[config.mk]
export PLATFORM = sky130hd
export DESIGN_NAME = rlc_ram
export DESIGN_NICKNAME = d
export VERILOG_FILES = /design/src/rtl/rlc_ram.sv
export SDC_FILE = /design/constraint.sdc
export NUM_CORES = 1
export LEC_CHECK = 0
export BUFFER_PORTS_ARGS = -buffer_cell sky130_fd_sc_hd__buf_4
export CAP_MARGIN = 20
export CORE_MARGIN = 2
export CORE_UTILIZATION = 25
export DETAILED_ROUTE_END_ITERATION = 12
export HOLD_SLACK_MARGIN = 0.05
export SETUP_SLACK_MARGIN = 0.4
export SLEW_MARGIN = 5
export SYNTH_ARGS = -nofsm -noshare
export SYNTH_HDL_FRONTEND = slang
export SYNTH_SLANG_ARGS = --single-unit
export TNS_END_PERCENT = 5
[constraint.sdc]
create_clock -name clk_i -period 3.9 [get_ports clk_i]
set_input_delay 0.585 -clock clk_i [delete_from_list [all_inputs] [get_ports clk_i]]
set_output_delay 0.585 -clock clk_i [all_outputs]
set_load 0.05 [all_outputs]
[src/rtl/rlc_ram.sv]
// ----------------------------------------------------------------------------
// rlc_ram
// Generic single-port synchronous RAM with a registered read.
// ----------------------------------------------------------------------------
module rlc_ram #(
  parameter int unsigned Width = 8,
  parameter int unsigned Depth = 64
) (
  input  logic                     clk_i,
  input  logic                     we_i,
  input  logic [$clog2(Depth)-1:0] addr_i,
  input  logic [Width-1:0]         wdata_i,
  output logic [Width-1:0]         rdata_o
);

  logic [Width-1:0] mem_q [Depth];

  always_ff @(posedge clk_i) begin
    if (we_i) begin
      mem_q[addr_i] <= wdata_i;
    end
    rdata_o <= mem_q[addr_i];
  end

endmodule

==> results of run 1 <==
==> sequential cells by signal, indices dropped and copies added (netlist names) <==
| signal | flops |
|---|---|
| mem_q | 512 |
| rdata_o | 8 |
==> routing by layer <==
| layer | part of all wire (%) | up-vias | global-route usage (%) |
|---|---|---|---|
| li1 | - | 4962 | - |
| met1 | 42 | 5991 | 17.34 |
| met2 | 47 | 535 | 20.97 |
| met3 | 9.0 | 77 | 3.232 |
| met4 | 2.4 | 0 | 3.697 |
| met5 | 0 | - | 0 |
==> Yosys cell counts, drive strengths merged (4+ instances only) <==
master	count
edfxtp	512
and2	10
o31ai	5
a22o	10
a21o	4
o221ai	9
a21oi	28
nand3	8
nor2b	8
a22oi	40
nor2	82
and3	9
nand2	45
or3b	5
mux2	12
dfxtp	8
a221oi	21
o22a	11
nand3b	12
clkbuf	36
o22ai	22
o21ai	11
and4	6
nand2b	24
o2bb2ai	7
a211oi	6
a31oi	15
a221o	11
buf	45
a32oi	7
mux2i	63
mux4	41
==> worst paths after layout <==
path | endpoint | slack [ps] | cells past startpoint | start
hold / removal | mem_q[30][1] | 560 | 1 | wdata_i[1]
setup / recovery | rdata_o[3] | 910 | 7 | addr_i[1]
setup reg to reg | rdata_o[3] | 1370 | 5 | mem_q[48][3]
hold reg to reg | rdata_o[7] | 750 | 3 | mem_q[34][7]
==> final cells by class <==
cell class                      count  area [um^2]  area share [%]
Clock buffer                       61         1388           5.722
Sequential cell                   520        15530           64.06
Multi-Input combinational cell    567         4514           18.62
Timing Repair Buffer              129         1022           4.215
Antenna cell                        1        2.502         0.01032
Tap cell                         1060         1326           5.469
Clock inverter                     37        450.4           1.857
Inverter                            3        11.26         0.04644
==> stage by stage <==
step / utilization, % / hold WS (ps) / setup WS, ps
after detailed placement: 27.73 / 756.2 / 383.9
after global placement: 27.73 / 753.3 / 420.2
final: 30.01 / 560.4 / 906.2
after CTS: 30.01 / 570.1 / 1021
after global routing: 30.01 / 593.5 / 896.1
after floorplan: - / 562.7 / 1216
==> where the power goes <==
group | internal (mW) | total [mW] | switching [mW]
logic | 0.219 | 0.704 | 0.485
clock network | 3.21 | 5.34 | 2.13
registers | 6.19 | 6.22 | 0.0271
total | 9.62 | 12.3 | 2.64
==> cell families (layout without fill, tap and decap cells) <==
group,Yosys count,in the layout,share of synthesized area [%]
and+or+nand+nor,229,229,5.715
AOI/OAI and AO/OA,222,222,8.076
DFF,520,520,75.97
other,0,1,0
buffers and inverters,84,230,1.982
muxes,116,116,8.260
==> run_results.csv, run 1 <==
group,metric,value,unit
run_status,run_status,"finished, final reports clean",
yosys,synth_edf_count,512,
power_and_ir_drop,total_chip_power,12.26,mW
placed_design,place.port_buffers,23,
placed_design,post-dp-hpwl,35.25,mm
placed_design,routabilityCongestion,0.8643,
sta,final_min_period_over_clock_period,76.76,%
yosys,post_syn_area_per_cell,17.46,um^2
floorplanning,floorplan.rows,104,
worst_setup_path,timing.critical_path.required,4350,ps
floorplanning,die-height,290.0,um
grt,grt_max_degree,68,
worst_setup_path,worstPathMaxFanout,47,
clock_network,tritoncts_num_sinks,520,
clock_network,htreeDepth,2,
grt,first_pass_grt_wire_length,81.21,mm
placed_design,placed_area,0.02241,mm^2
final_layout,most-common-layout-cells,"sky130_fd_sc_hd__edfxtp_1 (512), sky130_fd_sc_hd__buf_4 (124), sky130_fd_sc_hd__nor2_1 (81), sky130_fd_sc_hd__mux2i_1 (63), sky130_fd_sc_hd__clkbuf_16 (54)",
floorplanning,die_area,0.08410,mm^2
drt,route.antenna.remaining_nets,0,
worst_setup_path,critPathCaptureType,"register",
floorplanning,initial_utilization,25.31,%
grt,grt_usage,13.00,%
final_layout,most_common_cell_after_layout_fill_and_taps_aside,"sky130_fd_sc_hd__edfxtp_1",
clock_network,tritoncts.num_buffers,53,
yosys,synth_seq_cells,520,
clock_network,total_of_hold_buffers_inserted_after_clock_tree_synthesis,0,
yosys,synth_async_sr_flop_share,0,%
sta,finalSetupTns,0,ps
final_layout,drive_above_1_share,20.35,%
final_layout,finalInstanceArea,0.02425,mm^2
worst_setup_path,cpMaxStageDelayCell,"sky130_fd_sc_hd__or4_1",
drt,post_drt_via_cell_ratio,4.863,
worst_setup_path,start_kind,"input port",
yosys,syn-cell-area,0.02045,mm^2
grt,antenna_found_initial,1,
sta,hold_viol,0,
yosys,post-synth-top-area-fraction,75.18,%
yosys,syn_nets,1187,
final_layout,syn2layout_area_growth,18.58,%
clock_network,clock-root-buffer,"sky130_fd_sc_hd__clkbuf_16",
sta,worst-slew-pin-transition,1064,ps
power_and_ir_drop,p_per_area,505.5,mW/mm^2
sta,slew_viol_final,0,
hold_path,hp-class,"in -> reg",
worst_setup_path,timing.critical_path.arrival,3450,ps
sta,unrepaired_setup_endpoints_after_global_routing,"false",
clock_network,postCtsSetupBuffers,0,
final_layout,layout.cells.non_filler,2378,
grt,grt_remaining_overflow,0,
sta,clock.fmax,334.0,MHz
sta,finalCriticalPeriod,2994,ps
placed_design,place_inst,2279,
yosys,gate_count_after_technology_mapping,1171,
clock_network,cts_tree,"done",
worst_setup_path,critical_path.top_delay_family,"multiplexers",
clock_network,cts.path.max_buffers,3,
drt,drt-wirelength-per-cell,23.32,um
drt,vias,11570,
final_layout,num-fill-cells,7850,
clock_network,cts_repair_resize_count,0,
worst_setup_path,cp_cell_sequence,"buf_4 -> buf_12 -> mux4_2 -> mux2i_1 -> o22a_1 -> o311ai_0 -> or4_1",
job,maxCapViolCount,0,
power_and_ir_drop,max-vdd-ir-drop,0.3238,mV
sta,finClkSkew,15.22,ps
yosys,netlist_top_cells_area,"sky130_fd_sc_hd__edfxtp_1 (75%), sky130_fd_sc_hd__mux4_2 (4.5%), sky130_fd_sc_hd__mux2i_1 (3.1%)",
floorplanning,io_pins,24,
drt,postRouteWirelength,55.45,mm
floorplanning,core-area,0.08081,mm^2
grt,grt_pass1_vias,11650,
worst_setup_path,timing.critical_path.buf_inv,2,
drt,drcViolationCount,0,
final_layout,final_net_count,1290,
power_and_ir_drop,power_leakage,7.771,nW
floorplanning,die_w,290.0,um
sta,finalSetupViolCount,0,
drt,drtIter0Drc,1314,
yosys,ys_types,56,
clock_network,insertion_delay,600,ps
drt,drt_pass1_iterations,6,
yosys,synth-seq-area-share,75.97,%
yosys,dominantRegCellSynth,"sky130_fd_sc_hd__edfxtp_1",
clock_network,path_clk_slew,60,ps
sta,relSlewSlack,28.94,%
worst_setup_path,cp_slowest_stage_delay,570,ps
worst_setup_path,critPathKind,"in -> reg",
yosys,synthesis.yosys.warnings,0,
yosys,post-synth-top-area-cell,"sky130_fd_sc_hd__edfxtp_1",
Note: power is estimated with default switching activity, not from simulation.
==> run 2, diff against run 1 <==
==> constraint.sdc (replaced) <==
create_clock -name clk_i -period 3.1 [get_ports clk_i]
set_input_delay 0.465 -clock clk_i [delete_from_list [all_inputs] [get_ports clk_i]]
set_output_delay 0.465 -clock clk_i [all_outputs]
set_load 0.05 [all_outputs]
==> run 2 against run 1 <==
Against the previous run:
- final cell count grew 0.59%
- worst setup slack worse by 400 ps
- cell area increased by 0.12%
- critical path type unchanged
- combinational power rose by 27%
==> run_results.csv, run 2 (synthesis results as in run 1) <==
group,metric,value,unit
worst_setup_path,regToRegEndpoint,"rdata_o[7]",
grt,grt_pass1_vias,11600,
sta,slew_viol_final,0,
worst_setup_path,timing.critical_path.arrival,3060,ps
final_layout,most-common-layout-cells,"sky130_fd_sc_hd__edfxtp_1 (512), sky130_fd_sc_hd__buf_4 (134), sky130_fd_sc_hd__nor2_1 (81), sky130_fd_sc_hd__mux2i_1 (63), sky130_fd_sc_hd__clkbuf_16 (55)",
hold_path,hp-class,"in -> reg",
clock_network,path_clk_slew,60,ps
sta,finalCriticalPeriod,2595,ps
grt,antenna_found_initial,1,
clock_network,total_of_hold_buffers_inserted_after_clock_tree_synthesis,0,
worst_setup_path,timing.critical_path.required,3560,ps
floorplanning,io_pins,24,
placed_design,placed_area,0.02252,mm^2
sta,unrepaired_setup_endpoints_after_global_routing,"false",
grt,grt_usage,12.60,%
drt,route.antenna.remaining_nets,0,
placed_design,post-dp-hpwl,34.13,mm
power_and_ir_drop,p_per_area,621.9,mW/mm^2
floorplanning,initial_utilization,25.31,%
power_and_ir_drop,power_leakage,7.801,nW
grt,grt_max_degree,65,
sta,final_min_period_over_clock_period,83.72,%
worst_setup_path,start_kind,"input port",
clock_network,clock-root-buffer,"sky130_fd_sc_hd__clkbuf_16",
hold_path,timing.hold.worst_path_depth,3,
final_layout,drive_above_1_share,20.65,%
final_layout,syn2layout_area_growth,18.73,%
clock_network,cts_tree,"done",
final_layout,insertedDiodeCount,0,
sta,clock.fmax,385.3,MHz
drt,drt-wirelength-per-cell,22.62,um
final_layout,layout.core_utilization,30.05,%
worst_setup_path,critPathCaptureType,"register",
clock_network,cts_repair_resize_count,0,
floorplanning,die-height,290.0,um
sta,worst-slew-pin-transition,901.5,ps
clock_network,cts.path.max_buffers,3,
placed_design,routabilityCongestion,0.8404,
drt,post_drt_via_cell_ratio,4.886,
placed_design,place.port_buffers,23,
job,maxCapViolCount,0,
grt,grt_remaining_overflow,0,
worst_setup_path,worstPathMaxFanout,46,
clock_network,tritoncts.num_buffers,54,
clock_network,tritoncts_num_sinks,520,
clock_network,insertion_delay,600,ps
sta,hold_viol,0,
drt,postRouteWirelength,54.10,mm
final_layout,multi_input_area,0.004514,mm^2
sta,postLayoutSetupSlackWorst,504.6,ps
final_layout,registers.top_by_ff_count,"mem_q",
clock_network,htreeDepth,2,
run_status,run_status,"finished, final reports clean",
drt,drt_pass1_iterations,5,
hold_path,holdCritStartpoint,"we_i",
final_layout,final_net_count,1303,
final_layout,most_common_cell_after_layout_fill_and_taps_aside,"sky130_fd_sc_hd__edfxtp_1",
final_layout,largest_registers,"mem_q (512), rdata_o (8)",
power_and_ir_drop,max-vdd-ir-drop,0.4231,mV
sta,relSlewSlack,39.78,%
hold_path,min_to,"mem_q[53][6]",
clock_network,postCtsSetupBuffers,0,
sta,hold-worst-slack,348.6,ps
worst_setup_path,r2r_setup_slack,800,ps
floorplanning,die_area,0.08410,mm^2
placed_design,dp_worst_setup_slack,-44.37,ps
worst_setup_path,r2r-start,"mem_q[6][7]",
floorplanning,floorplan.rows,104,
sta,finalSetupViolCount,0,
grt,first_pass_grt_wire_length,79.27,mm
sta,finClkSkew,21.95,ps
final_layout,finalInstanceArea,0.02428,mm^2
floorplanning,core-area,0.08081,mm^2
floorplanning,die_w,290.0,um
drt,drcViolationCount,0,
final_layout,largest_register_ff_count,512,
final_layout,num-fill-cells,7842,
final_layout,area.sequential,0.01553,mm^2
worst_setup_path,critPathKind,"in -> reg",
drt,vias,11690,
drt,drtIter0Drc,1355,
worst_setup_path,worst-r2r-cell-count,5,
## run 2: cell types whose count changed in the layout (fill, tap and decap cells not counted), sizes merged
cell      before  now
diode          1    0
clkbuf        61   65
clkinvlp       5    3
bufinv        10    6
clkinv        22   24
buf          129  141
inv            3    6
## run 2: worst max-delay path, stage by stage
cell and delay [ps]:
sky130_fd_sc_hd__buf_4 300, sky130_fd_sc_hd__buf_4 290, sky130_fd_sc_hd__and2_1 160, sky130_fd_sc_hd__buf_4 210, sky130_fd_sc_hd__a22o_1 200, sky130_fd_sc_hd__a211oi_1 580
sky130_fd_sc_hd__o22ai_1 240, sky130_fd_sc_hd__or4_1 560
## run 2: through the flow
step,std cells,power [mW],TNS (ps)
2_1_floorplan,1171,8.426,0
4_1_cts,2392,15.22,0
3_3_place_gp,2291,8.847,-1.754
3_5_place_dp,2291,8.862,-44.37
5_1_grt,2392,15.55,0
6_report,2392,15.10,0
## run 2: area by class of cell
cell class / instances / share of cell area, %
flip-flops and latches: 520 / 63.98
multi-input cells: 567 / 18.59
clock buffers: 65 / 5.823
well taps: 1060 / 5.463
repair buffers: 141 / 4.684
clock inverters: 36 / 1.407
inverters: 3 / 0.04638
## run 2: metal layers
layer | part of all wire [%] | up-vias | track usage [%]
li1 | - | 4992 | -
met1 | 42 | 6095 | 16.99
met2 | 47 | 500 | 19.98
met3 | 8.5 | 98 | 2.911
met4 | 2.9 | 2 | 4.319
met5 | 0.024 | - | 0
## run 2: where the power goes
part	internal [mW]	switching (mW)	total (mW)
Clock	3.75	2.63	6.38
Sequential	7.79	0.0348	7.82
Combinational	0.290	0.607	0.896
## run 2: worst max path at each step
stage                          from           end  cells after the start
final                     addr_i[0]    rdata_o[1]                      8
after global routing      addr_i[0]    rdata_o[1]                      8
after CTS                 addr_i[0]    rdata_o[1]                      8
after detailed placement  addr_i[0]    rdata_o[1]                      8
after global placement    addr_i[0]    rdata_o[1]                      8
after floorplan           addr_i[1]  mem_q[13][0]                      7
==> run 3, diff against run 2 <==
==> constraint.sdc (replaced) <==
create_clock -name clk_i -period 2.3 [get_ports clk_i]
set_input_delay 0.345 -clock clk_i [delete_from_list [all_inputs] [get_ports clk_i]]
set_output_delay 0.345 -clock clk_i [all_outputs]
set_load 0.05 [all_outputs]
==> run 3 against run 2 <==
Against the previous run:
- critical path depth fell by 3
- die area unchanged
- first-iteration DRC count is 3.9% lower
- largest cell class unchanged
- utilization is 1.8 points higher
- via count up 0.66%
==> run_results.csv, run 3 (synthesis results as in run 1) <==
group,metric,value,unit
floorplanning,io_pins,24,
placed_design,place.port_buffers,23,
floorplanning,initial_utilization,25.31,%
drt,drcViolationCount,0,
final_layout,finalInstanceArea,0.02571,mm^2
final_layout,multi_input_area,0.005171,mm^2
hold_path,timing.hold.worst_path_depth,1,
final_layout,syn2layout_area_growth,25.71,%
final_layout,most_common_cell_after_layout_fill_and_taps_aside,"sky130_fd_sc_hd__edfxtp_1",
grt,grt_pass1_vias,11940,
power_and_ir_drop,share_seq_of_total_power,52.3,%
worst_setup_path,start_kind,"register",
clock_network,total_of_hold_buffers_inserted_after_clock_tree_synthesis,0,
power_and_ir_drop,p_per_area,782.8,mW/mm^2
final_layout,largest_registers,"mem_q (512), rdata_o (8)",
sta,unrepaired_setup_endpoints_after_global_routing,"true",
hold_path,hp-class,"in -> reg",
drt,drtIter0Drc,1302,
drt,drt_pass1_iterations,6,
sta,worst-slew-pin-transition,829.3,ps
sta,finalSetupViolCount,0,
placed_design,place_inst,2344,
run_status,run_status,"finished, final reports clean",
worst_setup_path,r2r-start,"mem_q[4][7]",
final_layout,registers.top_by_ff_count,"mem_q",
final_layout,num-fill-cells,7686,
grt,grt_usage,13.23,%
placed_design,routabilityCongestion,0.8463,
sta,relSlewSlack,44.29,%
worst_setup_path,worst-r2r-cell-count,5,
grt,grt_max_degree,65,
final_layout,final_net_count,1354,
sta,finalSetupTns,0,ps
clock_network,cts_tree,"done",
floorplanning,core-area,0.08081,mm^2
floorplanning,die_area,0.08410,mm^2
clock_network,clock-root-buffer,"sky130_fd_sc_hd__clkbuf_16",
power_and_ir_drop,share_clk_of_total_power,40.5,%
worst_setup_path,worstPathMaxFanout,1,
worst_setup_path,timing.critical_path.required,2770,ps
clock_network,postCtsSetupBuffers,0,
drt,route.antenna.remaining_nets,0,
worst_setup_path,timing.critical_path.arrival,2610,ps
floorplanning,die_w,290.0,um
clock_network,htreeDepth,2,
floorplanning,die-height,290.0,um
drt,drt-wirelength-per-cell,23.02,um
final_layout,drive_above_1_share,29.25,%
sta,final_min_period_over_clock_period,92.90,%
drt,post_drt_via_cell_ratio,4.825,
final_layout,area.sequential,0.01553,mm^2
sta,hold_viol,0,
sta,finalCriticalPeriod,2137,ps
clock_network,path_clk_slew,60,ps
power_and_ir_drop,total_switching_power,4.434,mW
drt,postRouteWirelength,56.13,mm
power_and_ir_drop,cellInternalPower,15.69,mW
worst_setup_path,critPathKind,"reg -> reg",
placed_design,placed_area,0.02405,mm^2
grt,first_pass_grt_wire_length,82.44,mm
placed_design,post-dp-hpwl,36.71,mm
floorplanning,floorplan.rows,104,
power_and_ir_drop,swShare,22.03,%
clock_network,cts.path.max_buffers,3,
hold_path,min_to,"mem_q[39][6]",
hold_path,holdCritStartpoint,"wdata_i[6]",
power_and_ir_drop,max-vdd-ir-drop,0.5210,mV
grt,grt_remaining_overflow,0,
final_layout,largest_register_ff_count,512,
clock_network,tritoncts_num_sinks,520,
worst_setup_path,critPathCaptureType,"register",
power_and_ir_drop,power_leakage,8.154,nW
grt,antenna_found_initial,2,
worst_setup_path,crit_path_start,"mem_q[4][7]",
worst_setup_path,r2r_setup_slack,160,ps
final_layout,layout.cells.non_filler,2438,
power_and_ir_drop,share_comb_of_total_power,7.2,%
sta,clock.fmax,468.0,MHz
job,maxCapViolCount,0,
final_layout,most-common-layout-cells,"sky130_fd_sc_hd__edfxtp_1 (512), sky130_fd_sc_hd__buf_4 (146), sky130_fd_sc_hd__nor2_4 (64), sky130_fd_sc_hd__mux2i_1 (61), sky130_fd_sc_hd__clkbuf_16 (53)",
sta,finClkSkew,21.12,ps
clock_network,insertion_delay,600,ps
clock_network,tritoncts.num_buffers,52,
drt,vias,11760,
final_layout,insertedDiodeCount,0,
sta,slew_viol_final,0,
worst_setup_path,regToRegEndpoint,"rdata_o[7]",
[run 3: per-stage QoR]
stage	power, mW	hold WS [ps]	setup WS, ps	utilization [%]
global placement	12.15	709.8	-375.1	29.77
floorplan	11.44	443.9	289.5	-
finish	20.12	303.6	163.2	31.81
CTS	20.26	325.7	165.4	31.80
global route	20.74	331.9	130.7	31.81
detailed placement	12.17	735.6	-376.1	29.77
[run 3: worst max-delay path, cell delays in order, from the launching register on]
cell                        delay (ps)
sky130_fd_sc_hd__edfxtp_1          380
sky130_fd_sc_hd__mux2_4            280
sky130_fd_sc_hd__mux4_2            480
sky130_fd_sc_hd__o21ai_4           170
sky130_fd_sc_hd__o2111ai_2         150
sky130_fd_sc_hd__or4b_4            540
[run 3: final cells by class]
cell class,count,area share [%]
sequential,520,60.43
multi-input combinational,567,20.12
inverter,3,0.04380
timing repair buffer,194,7.967
clock buffer,72,5.553
tap,1060,5.159
clock inverter,22,0.7301
[run 3: what timing repair did]
item | in CTS | in global routing
resized for setup | 6 | 3
gates cloned | 0 | 0
endpoints found under the setup margin | 6 | 7
pin swaps | 0 | 2
[run 3: worst max-delay path by stage]
stage | to | slack [ps] | cells past startpoint
global placement | rdata_o[2] | -380 | 12
detailed placement | rdata_o[5] | -380 | 11
global route | rdata_o[7] | 130 | 5
CTS | rdata_o[7] | 170 | 5
finish | rdata_o[7] | 160 | 5
floorplan | rdata_o[7] | 290 | 6
[run 3: power groups by stage]
stage	registers (mW)	clock network, mW	logic (mW)
4_1_cts	10.5	8.28	1.44
3_5_place_dp	10.7	0	1.43
5_1_grt	10.5	8.67	1.53
3_3_place_gp	10.7	0	1.41
2_1_floorplan	10.8	0	0.652
6_report	10.5	8.14	1.45
[run 3: routing by layer]
layer | vias up | wire length, um | track usage [%]
met5 | - | 0 | 0
met1 | 6078 | 23800 | 17.99
met3 | 74 | 4791 | 3.347
li1 | 5127 | - | -
met4 | 0 | 1330 | 3.697
met2 | 485 | 26210 | 20.94
